--- src/rtl/core/lr_pkg.sv ---
// lr_pkg: shared types for the line rasterizer
// command and status groups between lr_ctrl and lr_datapath; no dependencies
`timescale 1ns / 1ps

package lr_pkg;

  // commands from the controller to the datapath
  typedef struct packed {
    logic load;   // take a new segment, show its first pixel
    logic step;   // advance one pixel along the major axis
  } lr_cmd_t;

  // status from the datapath to the controller
  typedef struct packed {
    logic last;   // shown pixel is the segment end
  } lr_sts_t;

endpackage

--- src/rtl/core/line_rasterizer.sv ---
// line_rasterizer: top level of the bresenham line rasterizer
// joins lr_ctrl and lr_datapath; uses lr_pkg
//
//   channel | signals                                  | dir | one beat
//   --------+------------------------------------------+-----+--------------------------
//   in      | in_valid, in_stall, x_start..y_end       | in  | one segment, two endpoints
//   out     | out_valid, out_stall, pixel_x, pixel_y,  | out | one pixel, last_pixel on
//           | last_pixel                               |     | the segment end
//
// a segment of major span n yields n+1 pixel beats, one per cycle without
// back-pressure, so up to 2**COORD_BITS beats; the pacing is the single
// error/position update in the datapath
// the first pixel is shown the cycle after the segment beat is accepted
// the next segment is accepted in the same cycle that the last pixel leaves
// out_stall freezes the shown pixel and all walk state
// rst is synchronous and returns the sequencer to idle; payload is not cleared
`timescale 1ns / 1ps

module line_rasterizer #(
  parameter int COORD_BITS = 6
) (
  input  logic                  clk,
  input  logic                  rst,
  input  logic                  in_valid,
  output logic                  in_stall,
  input  logic [COORD_BITS-1:0] x_start,
  input  logic [COORD_BITS-1:0] y_start,
  input  logic [COORD_BITS-1:0] x_end,
  input  logic [COORD_BITS-1:0] y_end,
  output logic                  out_valid,
  input  logic                  out_stall,
  output logic [COORD_BITS-1:0] pixel_x,
  output logic [COORD_BITS-1:0] pixel_y,
  output logic                  last_pixel
);
  import lr_pkg::*;

  lr_cmd_t cmd;
  lr_sts_t sts;

  // sequencer: handshakes and load/step decisions
  lr_ctrl u_ctrl (
    .clk       (clk),
    .rst       (rst),
    .in_valid  (in_valid),
    .in_stall  (in_stall),
    .out_valid (out_valid),
    .out_stall (out_stall),
    .cmd       (cmd),
    .sts       (sts)
  );

  // walk registers double as the output pixel register
  lr_datapath #(
    .COORD_BITS (COORD_BITS)
  ) u_datapath (
    .clk     (clk),
    .x_start (x_start),
    .y_start (y_start),
    .x_end   (x_end),
    .y_end   (y_end),
    .cmd     (cmd),
    .sts     (sts),
    .pixel_x (pixel_x),
    .pixel_y (pixel_y)
  );

  assign last_pixel = sts.last;

endmodule

--- src/rtl/core/lr_ctrl.sv ---
// lr_ctrl: sequencer for the line rasterizer
// owns both handshakes and issues load/step commands; uses lr_pkg
`timescale 1ns / 1ps

module lr_ctrl (
  input  logic            clk,
  input  logic            rst,
  input  logic            in_valid,
  output logic            in_stall,
  output logic            out_valid,
  input  logic            out_stall,
  output lr_pkg::lr_cmd_t cmd,
  input  lr_pkg::lr_sts_t sts
);
  import lr_pkg::*;

  localparam logic ST_IDLE = 1'b0;
  localparam logic ST_RUN  = 1'b1;

  logic state;
  logic state_next;
  logic out_take;

  assign out_valid = (state == ST_RUN);
  assign out_take  = out_valid && !out_stall;
  // a new segment may enter while the final pixel beat of the old one leaves
  assign in_stall  = out_valid && !(out_take && sts.last);

  assign cmd.load = in_valid && !in_stall;
  assign cmd.step = out_take && !sts.last;

  always_comb begin
    state_next = state;
    case (state)
      ST_IDLE: begin
        if (cmd.load) state_next = ST_RUN;
      end
      ST_RUN: begin
        if (out_take && sts.last && !cmd.load) state_next = ST_IDLE;
      end
      default: state_next = ST_IDLE;
    endcase
  end

  always_ff @(posedge clk) begin
    if (rst) begin
      state <= ST_IDLE;
    end else begin
      state <= state_next;
    end
  end

endmodule

--- src/rtl/core/lr_datapath.sv ---
// lr_datapath: bresenham position and error registers
// setup of spans and directions on load, one pixel per step; uses lr_pkg
`timescale 1ns / 1ps

module lr_datapath #(
  parameter int COORD_BITS = 6
) (
  input  logic                  clk,
  input  logic [COORD_BITS-1:0] x_start,
  input  logic [COORD_BITS-1:0] y_start,
  input  logic [COORD_BITS-1:0] x_end,
  input  logic [COORD_BITS-1:0] y_end,
  input  lr_pkg::lr_cmd_t       cmd,
  output lr_pkg::lr_sts_t       sts,
  output logic [COORD_BITS-1:0] pixel_x,
  output logic [COORD_BITS-1:0] pixel_y
);
  import lr_pkg::*;

  localparam int ERR_BITS = COORD_BITS + 3;
  localparam logic [COORD_BITS-1:0] ONE = {{(COORD_BITS-1){1'b0}}, 1'b1};

  // payload registers
  logic [COORD_BITS-1:0] cur_x;
  logic [COORD_BITS-1:0] cur_y;
  logic [ERR_BITS-1:0]   err_term;
  logic [COORD_BITS-1:0] steps_left;
  logic [COORD_BITS-1:0] span_major;
  logic [COORD_BITS-1:0] span_minor;
  logic                  x_dir_neg;
  logic                  y_dir_neg;
  logic                  x_is_major;

  // setup terms
  logic                  x_neg_in;
  logic                  y_neg_in;
  logic [COORD_BITS-1:0] dx;
  logic [COORD_BITS-1:0] dy;
  logic                  x_major_in;
  logic [COORD_BITS-1:0] maj_in;
  logic [COORD_BITS-1:0] min_in;
  logic [ERR_BITS-1:0]   err_init;

  // step terms
  logic                  minor_step;
  logic [ERR_BITS-1:0]   min2;
  logic [ERR_BITS-1:0]   maj2;
  logic [ERR_BITS-1:0]   err_next;
  logic [COORD_BITS-1:0] x_stepped;
  logic [COORD_BITS-1:0] y_stepped;

  assign x_neg_in   = x_end < x_start;
  assign y_neg_in   = y_end < y_start;
  assign dx         = x_neg_in ? (x_start - x_end) : (x_end - x_start);
  assign dy         = y_neg_in ? (y_start - y_end) : (y_end - y_start);
  assign x_major_in = dx > dy;
  assign maj_in     = x_major_in ? dx : dy;
  assign min_in     = x_major_in ? dy : dx;
  assign err_init   = {2'b00, min_in, 1'b0} - {3'b000, maj_in};

  // error is two's complement; sign bit clear means err >= 0
  assign minor_step = !err_term[ERR_BITS-1];
  assign min2       = {2'b00, span_minor, 1'b0};
  assign maj2       = {2'b00, span_major, 1'b0};
  assign err_next   = minor_step ? (err_term + min2 - maj2) : (err_term + min2);
  assign x_stepped  = x_dir_neg ? (cur_x - ONE) : (cur_x + ONE);
  assign y_stepped  = y_dir_neg ? (cur_y - ONE) : (cur_y + ONE);

  always_ff @(posedge clk) begin
    if (cmd.load) begin
      cur_x      <= x_start;
      cur_y      <= y_start;
      err_term   <= err_init;
      steps_left <= maj_in;
      span_major <= maj_in;
      span_minor <= min_in;
      x_dir_neg  <= x_neg_in;
      y_dir_neg  <= y_neg_in;
      x_is_major <= x_major_in;
    end else if (cmd.step) begin
      err_term   <= err_next;
      steps_left <= steps_left - ONE;
      if (x_is_major || minor_step) cur_x <= x_stepped;
      if (!x_is_major || minor_step) cur_y <= y_stepped;
    end
  end

  assign sts.last = (steps_left == '0);
  assign pixel_x  = cur_x;
  assign pixel_y  = cur_y;

endmodule
--- config.mk ---
export PLATFORM = sky130hd
export DESIGN_NAME = line_rasterizer
export DESIGN_NICKNAME = d
export VERILOG_FILES = /design/src/rtl/core/lr_pkg.sv /design/src/rtl/core/line_rasterizer.sv /design/src/rtl/core/lr_ctrl.sv /design/src/rtl/core/lr_datapath.sv
export SDC_FILE = /design/constraint.sdc
export NUM_CORES = 1
export LEC_CHECK = 0
export BUFFER_PORTS_ARGS = -buffer_cell sky130_fd_sc_hd__buf_2
export CAP_MARGIN = 40
export CORE_MARGIN = 1.5
export CORE_UTILIZATION = 66
export CTS_CLUSTER_SIZE = 8
export DETAILED_ROUTE_END_ITERATION = 8
export GPL_TIMING_DRIVEN = 0
export PLACE_DENSITY = 0.85
export SLEW_MARGIN = 20
export SYNTH_ARGS = -nofsm -noshare
export SYNTH_HDL_FRONTEND = slang
export SYNTH_SLANG_ARGS = --single-unit
--- constraint.sdc ---
create_clock -name clk -period 11.1 [get_ports clk]
set_input_delay 0.555 -clock clk [delete_from_list [all_inputs] [get_ports clk]]
set_output_delay 0.555 -clock clk [all_outputs]
set_load 0.02 [all_outputs]
==> results_dict.tcl, run 1 <==
set metrics [dict create \
    post_cts_resized 0 \
    max-clock-path-buffers 2 \
    period_share 0.559 \
    fin_skew_ns 0.00479 \
    die_area_sq_um 7060 \
    final_util 0.754 \
    drt_iter0_drc 262 \
    io_pins 43 \
    period_needed_ns 6.21 \
    cts.sinks 42 \
    core_sq_um 6350 \
    worst_slew_pin_slew_ns 0.776 \
    post-route-drc-count 0 \
    syn_area_per_cell_sq_um 8.90 \
    whs_ns 0.412 \
    cts_made_buffers 5 \
    syn-cell-area_sq_um 4330 \
    htreeDepth 2 \
    hold_path_class "primary input to flop" \
    p_per_area_nw_per_um2 240 \
    critPathBufInv 6 \
    p_total_mw 1.15 \
    wl_per_cell_um 15.3 \
    end_kind "flop" \
    synth-edff-count 41 \
    async_flop_share 0 \
    cp_slowest_cell "a221oi_1" \
    grt-ovfl-total 0 \
    fin_area_sq_um 4790 \
    vias 3656 \
    diodes 0 \
    ys_top_cells_by_count "77 x inv_1, 60 x a21oi_1, 52 x ha_1" \
    cp_common_cell "inv_1" \
    grt_max_degree 17 \
    cts_tree "yes" \
    synth_fp_nets 576 \
    seq_area_sq_um 1250 \
    start_kind "primary input" \
    synthDistinctLibCells 63 \
    p_leak_nw 2.27 \
    path_clk_slew_ns 0.08 \
    slowest_delay_ns 0.63 \
    synth-seq-area-share 0.289 \
    antenna_found_initial 0 \
    post_cts_buffers 0 \
    nets 629 \
    ir_worst_vdd_mv 0.219 \
    worstPathRequired_ns 11.13 \
    yosys-top-cells-area "edfxtp_1 28%, ha_1 15%, a21oi_1 6.9%, inv_1 6.7%, xnor2_1 4.2%" \
    rsz0062_at_grt "false" \
    synth_ff_type "edfxtp_1" \
    final-setup-viol-count 0 \
    cts-root-buf "clkbuf_8" \
    grt_pass1_wl_mm 15.4 \
    track_usage 0.272 \
    routed_wl_mm 9.44 \
    ys_warn_count 0 \
    yosysMostFrequentCell "inv_1" \
    rows 29 \
    worstSkewPairLatency_ns 0.30 \
    cp_max_fo 10 \
    fillers 446 \
    yosysTopAreaCell "edfxtp_1" \
    dpl_cell_area_sq_um 4670 \
    syn_to_final_growth_pct 10.4 \
    hold_buffers 0 \
    critPathTopFamily "compound AO/OA/AOI/OAI gates" \
    synth_top_area_frac 0.284 \
    critPathKind "primary input to flop" \
    drive_gt1_frac 0.163 \
    port_buffers 42 \
    slew_headroom 0.481 \
    fin_tns_setup_ns 0 \
    multi_input_area_sq_um 2730 \
    grt_pass1_vias 3450 \
    dr.pass1.iters 5 \
    synth-seq-cells 42 \
    maxCapViolCount 0 \
    die_height_um 84.0 \
    hpwl_mm 7.60 \
    fmax_mhz 161 \
    gp_congestion 0.864 \
    initial_core_util 0.683 \
    drv_slew 0 \
    via_per_inst 5.92 \
    die_w_um 84.0 \
    finalHoldViolations 0 \
    critPathArrivalTime_ns 6.24 \
    drtAntennaViolNets 0 \
    status "complete, no violations" \
    syn_inst 487 \
]
==> stage by stage <==
stage | setup slack, ns | instances
after global placement | 4.78 | 606
after detailed placement | 4.62 | 609
after global routing | 4.45 | 618
final | 4.89 | 618
after floorplan | 5.69 | 487
after CTS | 4.91 | 617
==> where the power goes <==
group          total (mW)  internal (mW)  switching [mW]
clock network       0.119         0.0662          0.0523
registers           0.277          0.251          0.0258
logic               0.752          0.326           0.427
==> cell usage in the layout (no fill, tap or decap), types with 3 or more instances in the layout <==
master / synthesis / routed
inv_1: 77 / 77
a21oi_1: 60 / 59
ha_1: 52 / 52
buf_2: 6 / 50
edfxtp_1: 41 / 41
nor2_1: 36 / 36
nand2_1: 26 / 26
o21ai_0: 25 / 25
xnor2_1: 21 / 21
a21o_1: 12 / 12
fa_1: 9 / 9
a211oi_1: 8 / 8
mux2i_1: 8 / 8
xor2_1: 8 / 8
nand3_1: 7 / 7
nor2b_1: 6 / 6
a21boi_0: 6 / 6
clkbuf_1: 5 / 5
clkbuf_8: 0 / 5
and3_1: 4 / 4
nand3b_1: 4 / 4
nand2b_1: 4 / 4
nor3_1: 4 / 4
o21bai_1: 4 / 4
or2_2: 3 / 3
a21oi_2: 2 / 3
mux2i_4: 3 / 3
clkinv_2: 1 / 3
==> cells by family (layout without fill, tap and decap cells) <==
kind of cell	count (synthesis)	in the layout	share of synthesized area
simple gates	104	104	0.116
compound gates	141	141	0.210
mux	16	16	0.0491
xor+xnor	29	29	0.0586
flops	42	42	0.289
buf+inv	93	147	0.0834
fa+ha+maj	62	62	0.194
==> cell type report <==
cell class	count	share of cell area
Tap cell	77	0.0201
Multi-Input combinational cell	352	0.569
Inverter	80	0.0630
Buffer	13	0.0125
Clock inverter	3	0.00837
Timing Repair Buffer	46	0.0507
Sequential cell	42	0.261
Clock buffer	5	0.0144
==> sequential cells by signal, indices dropped and copies added (netlist names) <==
name	count
u_datapath.pixel_x	6
u_datapath.pixel_y	6
u_datapath.span_major	6
u_datapath.x_is_major	1
u_ctrl.out_valid	1
u_datapath.steps_left	6
u_datapath.span_minor	6
u_datapath.x_dir_neg	1
u_datapath.err_term	8
u_datapath.y_dir_neg	1
==> worst paths after layout <==
path                                 startpoint                                 end  slack [ns]  depth (start not counted)
max                                  x_start[0]    u_datapath.err_term[8]$_DFFE_PP_        4.89                         26
min reg2reg  u_datapath.steps_left[0]$_DFFE_PP_  u_datapath.steps_left[0]$_DFFE_PP_        0.62                          1
min                                         rst         u_ctrl.out_valid$_SDFF_PP0_        0.41                          2
max reg2reg  u_datapath.steps_left[0]$_DFFE_PP_    u_datapath.err_term[6]$_DFFE_PP_        8.08                         10
==> worst register-to-register path: stages, from the launching register on <==
cell	delay [ns]
edfxtp_1	0.42
inv_1	0.08
ha_1	0.18
nand2_1	0.09
or3_1	0.37
o21ai_0	0.24
nand2_1	0.30
clkinv_1	0.31
buf_1	0.42
buf_6	0.25
a31oi_1	0.10
==> metal layers <==
layer  vias up  track usage  routed length (um)
li1       1802            -                   -
met1      1752        0.336                3980
met2        87        0.501                4920
met3        15       0.0247                 378
met4         0       0.0835                 168
met5         -            0                   0
Note: power is estimated with default switching activity, not from simulation.
==> run 2: changes to the inputs <==
--- a/config.mk
+++ b/config.mk
@@ -8,11 +8,11 @@
 export BUFFER_PORTS_ARGS = -buffer_cell sky130_fd_sc_hd__buf_2
 export CAP_MARGIN = 40
 export CORE_MARGIN = 1.5
-export CORE_UTILIZATION = 66
+export CORE_UTILIZATION = 55
 export CTS_CLUSTER_SIZE = 8
 export DETAILED_ROUTE_END_ITERATION = 8
 export GPL_TIMING_DRIVEN = 0
-export PLACE_DENSITY = 0.85
+export PLACE_DENSITY = 0.75
 export SLEW_MARGIN = 20
 export SYNTH_ARGS = -nofsm -noshare
 export SYNTH_HDL_FRONTEND = slang
==> constraint.sdc (replaced) <==
create_clock -name clk -period 5.6 [get_ports clk]
set_input_delay 0.28 -clock clk [delete_from_list [all_inputs] [get_ports clk]]
set_output_delay 0.28 -clock clk [all_outputs]
set_load 0.02 [all_outputs]
==> run 2 against run 1 <==
  * Critical path depth unchanged
  * Sequential power up 97%
  * Largest cell class unchanged
  * Largest power group unchanged
  * Clock power up 140%
  * Combinational power up 99%
  * Register-to-register slack worse by 5.5 ns
==> results_dict.tcl, run 2 (synthesized netlist as in run 1, its figures left out) <==
set metrics [dict create \
    initial_core_util 0.564 \
    period_share 0.925 \
    critPathKind "primary input to flop" \
    cp_max_fo 10 \
    largest_reg_flops 8 \
    wl_per_cell_um 14.3 \
    regMostFlops "u_datapath.err_term" \
    worstPathRequired_ns 5.64 \
    critPathArrivalTime_ns 5.22 \
    routed_wl_mm 9.19 \
    final-setup-viol-count 0 \
    nets 630 \
    grt-ovfl-total 0 \
    drtAntennaViolNets 0 \
    status "complete, no violations" \
    drv_slew 0 \
    mostFrequentLayoutCells "77 x inv_1, 58 x a21oi_1, 52 x ha_1" \
    diodes 0 \
    syn_to_final_growth_pct 12.4 \
    worstSkewPairLatency_ns 0.30 \
    antenna_found_initial 0 \
    grt_pass1_vias 3492 \
    instances_no_fill 644 \
    drive_gt1_frac 0.175 \
    port_buffers 42 \
    rows 32 \
    post-route-drc-count 0 \
    cts-root-buf "clkbuf_8" \
    die_area_sq_um 8420 \
    final_util 0.634 \
    end_kind "flop" \
    worst_slew_pin_slew_ns 0.504 \
    io_pins 43 \
    max-clock-path-buffers 2 \
    maxCapViolCount 0 \
    hold_path_class "primary input to flop" \
    final_common_cell "inv_1" \
    vias 3569 \
    track_usage 0.229 \
    fin_skew_ns 0.00399 \
    dr.pass1.iters 4 \
    fillers 666 \
    drt_iter0_drc 150 \
    die_w_um 91.8 \
    period_needed_ns 5.18 \
    htreeDepth 2 \
    ir_worst_vdd_mv 0.152 \
    cts_made_buffers 5 \
    gp_congestion 0.823 \
    finalHoldViolations 0 \
    fin_tns_setup_ns 0 \
    die_height_um 91.8 \
    hpwl_mm 7.59 \
    grt_pass1_wl_mm 15.3 \
    rsz0062_at_grt "false" \
    start_kind "primary input" \
    grt_max_degree 25 \
    dpl.cell_count 632 \
    path_clk_slew_ns 0.08 \
    p_leak_nw 2.29 \
    slew_headroom 0.654 \
    via_per_inst 5.54 \
    cts_tree "yes" \
    cts.sinks 42 \
    p_per_area_nw_per_um2 479 \
    fmax_mhz 193 \
    core_sq_um 7690 \
]
==> run 2: cell types whose count changed in the layout (fill, tap and decap cells not counted), sizes merged <==
cell | before | now
bufinv | 1 | 2
clkbuf | 10 | 11
clkinv | 4 | 3
==> run 2: cell type report <==
cell class / count / area, sq um / area share
Tap cell: 102 / 128 / 0.0262
Inverter: 80 / 302 / 0.0619
Multi-Input combinational cell: 352 / 2750 / 0.564
Sequential cell: 42 / 1250 / 0.257
Buffer: 13 / 62.6 / 0.0128
Clock inverter: 3 / 68.8 / 0.0141
Clock buffer: 5 / 68.8 / 0.0141
Timing Repair Buffer: 47 / 246 / 0.0506
==> run 2: timing repair <==
item	CTS	global route
setup buffers	0	2
hold buffers	0	0
resized for setup	3	4
cloned	0	0
pin swaps	0	0
setup endpoints to repair	4	5
==> run 2: metal layers <==
metal | up-vias | global-route usage | share of wire
met3 | 14 | 0.0224 | 0.028
met1 | 1692 | 0.268 | 0.43
met4 | 0 | 0.0731 | 0.016
met5 | - | 0 | 0
met2 | 62 | 0.436 | 0.53
li1 | 1801 | - | -
==> run 2: power breakdown <==
group	switching (mW)	total (mW)	internal (mW)
Sequential	0.0488	0.547	0.498
Combinational	0.838	1.50	0.661
Clock	0.110	0.288	0.179
Total	0.997	2.33	1.34
==> run 2: through the flow <==
step           total power [mW]  worst slack [ns]  hold slack (ns)  area, sq um
2_1_floorplan              1.72             0.462            0.352         4330
3_3_place_gp               1.95            -0.506            0.437         4670
3_5_place_dp               2.02            -0.602            0.458         4680
4_1_cts                    2.32            0.0371            0.134         4830
5_1_grt                    2.56            0.0313            0.137         4870
6_report                   2.33             0.422            0.141         4870
==> run 2: path summary, 6_finish.rpt <==
path                                 startpoint                                 end  slack, ns  cells after the start
max                                  x_start[0]    u_datapath.err_term[7]$_DFFE_PP_       0.42                     26
min                                         rst         u_ctrl.out_valid$_SDFF_PP0_       0.14                      2
max reg2reg  u_datapath.span_minor[0]$_DFFE_PP_    u_datapath.err_term[8]$_DFFE_PP_       2.56                     11
min reg2reg  u_datapath.steps_left[0]$_DFFE_PP_  u_datapath.steps_left[0]$_DFFE_PP_       0.64                      1
==> run 2: critical path: stages <==
cell,delay [ns]
buf_2,0.12
inv_1,0.05
ha_1,0.16
inv_1,0.05
fa_1,0.43
a21o_1,0.20
a211oi_1,0.24
o32ai_1,0.14
a221oi_2,0.46
inv_1,0.12
ha_1,0.33
a21o_1,0.15
a21oi_1,0.19
nor2_1,0.12
a21oi_4,0.18
clkbuf_2,0.24
nor2_1,0.08
a21oi_2,0.24
inv_1,0.08
ha_1,0.28
nand2_1,0.06
o31ai_2,0.26
maj3_2,0.26
a21oi_1,0.09
o21ai_0,0.27
o21ai_0,0.13
==> run 3: changes to the inputs <==
--- a/config.mk
+++ b/config.mk
@@ -8,11 +8,11 @@
 export BUFFER_PORTS_ARGS = -buffer_cell sky130_fd_sc_hd__buf_2
 export CAP_MARGIN = 40
 export CORE_MARGIN = 1.5
-export CORE_UTILIZATION = 55
+export CORE_UTILIZATION = 61
 export CTS_CLUSTER_SIZE = 8
 export DETAILED_ROUTE_END_ITERATION = 8
 export GPL_TIMING_DRIVEN = 0
-export PLACE_DENSITY = 0.75
+export PLACE_DENSITY = 0.79
 export SLEW_MARGIN = 20
 export SYNTH_ARGS = -nofsm -noshare
 export SYNTH_HDL_FRONTEND = slang
==> constraint.sdc (replaced) <==
create_clock -name clk -period 5.5 [get_ports clk]
set_input_delay 0.275 -clock clk [delete_from_list [all_inputs] [get_ports clk]]
set_output_delay 0.275 -clock clk [all_outputs]
set_load 0.02 [all_outputs]
==> run 3 against run 2 <==
  * Combinational power rose by 4%
  * Sequential power rose by 2%
  * Register-to-register slack got worse by 0.10 ns
  * Global-route usage rose by 3.4 points
==> results_dict.tcl, run 3 (synthesized netlist as in run 1, its figures left out) <==
set metrics [dict create \
    period_needed_ns 5.20 \
    worstSkewPairLatency_ns 0.30 \
    cts.sinks 42 \
    dr.pass1.iters 4 \
    worstPathRequired_ns 5.52 \
    fin_area_sq_um 4830 \
    track_usage 0.263 \
    diodes 0 \
    die_height_um 87.3 \
    p_per_area_nw_per_um2 480 \
    hpwl_mm 7.62 \
    holdPathStages 2 \
    nets 632 \
    cts_tree "yes" \
    grt_max_degree 25 \
    max-clock-path-buffers 2 \
    whs_ns 0.119 \
    largest_reg_flops 8 \
    critPathArrivalTime_ns 5.22 \
    routed_wl_mm 9.40 \
    status "complete, no violations" \
    fmax_mhz 192 \
    regMostFlops "u_datapath.err_term" \
    antenna_found_initial 0 \
    grt_pass1_vias 3534 \
    mostFrequentLayoutCells "77 x inv_1, 58 x a21oi_1, 52 x ha_1" \
    core_sq_um 6830 \
    final-setup-viol-count 0 \
    place_ws_ns -0.677 \
    final_common_cell "inv_1" \
    io_pins 43 \
    via_per_inst 5.62 \
    period_share 0.945 \
    syn_to_final_growth_pct 11.4 \
    critPathKind "primary input to flop" \
    path_clk_slew_ns 0.08 \
    post-route-drc-count 0 \
    fin_skew_ns 0.00484 \
    maxCapViolCount 0 \
    start_kind "primary input" \
    slew_headroom 0.622 \
    fin_tns_setup_ns 0 \
    wl_per_cell_um 14.7 \
    finalHoldViolations 0 \
    cts-root-buf "clkbuf_8" \
    drtAntennaViolNets 0 \
    die_area_sq_um 7620 \
    final_util 0.707 \
    drt_iter0_drc 237 \
    rows 30 \
    die_w_um 87.3 \
    fin_ws_ns 0.301 \
    initial_core_util 0.634 \
    dpl_cell_area_sq_um 4670 \
    port_buffers 42 \
    cts_made_buffers 5 \
    end_kind "flop" \
    r2r_cells 11 \
    drive_gt1_frac 0.176 \
    vias 3594 \
    cp_max_fo 12 \
    grt-ovfl-total 0 \
    hold_path_class "primary input to flop" \
    ir_worst_vdd_mv 0.166 \
    htreeDepth 2 \
    grt_pass1_wl_mm 15.6 \
    drv_slew 0 \
    gp_congestion 0.862 \
    p_leak_nw 2.27 \
    worst_slew_pin_slew_ns 0.553 \
]
[run 3: layout make-up]
class / count / area (sq um)
Fill cell: 565 / 2000
Tap cell: 96 / 120
Multi-Input combinational cell: 352 / 2750
Sequential cell: 42 / 1250
Clock buffer: 5 / 68.8
Buffer: 12 / 57.6
Timing Repair Buffer: 50 / 269
Clock inverter: 3 / 16.3
Inverter: 80 / 302
[run 3: final timing paths]
kind                                                    startpoint                                  to  slack (ns)
worst max-delay path                                    x_start[0]    u_datapath.err_term[8]$_DFFE_PP_        0.30
worst min-delay path                                           rst         u_ctrl.out_valid$_SDFF_PP0_        0.12
worst max register to register  u_datapath.span_minor[0]$_DFFE_PP_    u_datapath.err_term[8]$_DFFE_PP_        2.46
worst min register to register  u_datapath.steps_left[0]$_DFFE_PP_  u_datapath.steps_left[0]$_DFFE_PP_        0.63
[run 3: what timing repair did]
item / 4_1_cts / 5_1_grt
resized for setup: 2 / 2
gates cloned: 0 / 0
hold buffers: 0 / 0
setup buffers: 0 / 5
endpoints found under the setup margin: 4 / 4
pin swaps: 0 / 1
[run 3: critical path: stages]
cell      delay [ns]
buf_2           0.12
inv_1           0.05
ha_1            0.15
inv_1           0.05
fa_1            0.43
a21o_1          0.20
a211oi_1        0.24
o32ai_1         0.14
a221oi_2        0.43
inv_1           0.12
ha_1            0.32
a21o_1          0.15
a21oi_1         0.18
nor2_1          0.11
a21oi_4         0.31
inv_1           0.17
nor2_1          0.14
a21oi_1         0.08
ha_1            0.38
nand2_1         0.08
o31ai_2         0.27
maj3_2          0.27
a21oi_1         0.09
o21ai_0         0.28
o21ai_0         0.16
[run 3: where the power goes]
part	switching [mW]	total (mW)	internal, mW
clock	0.108	0.195	0.0869
combinational	0.881	1.56	0.682
sequential	0.0511	0.559	0.508
total	1.04	2.32	1.28
[run 3: per-stage QoR]
step	std cells	power [mW]
6_report	640	2.32
5_1_grt	640	2.54
4_1_cts	633	2.27
3_5_place_dp	626	2.07
3_3_place_gp	625	1.98
2_1_floorplan	487	1.75
[run 3: layer usage]
| metal | vias up | wire, um | GRT usage |
|---|---|---|---|
| met2 | 79 | 4840 | 0.484 |
| met5 | - | 0 | 0 |
| met4 | 0 | 179 | 0.0952 |
| met1 | 1694 | 3940 | 0.316 |
| li1 | 1802 | - | - |
| met3 | 19 | 447 | 0.0284 |
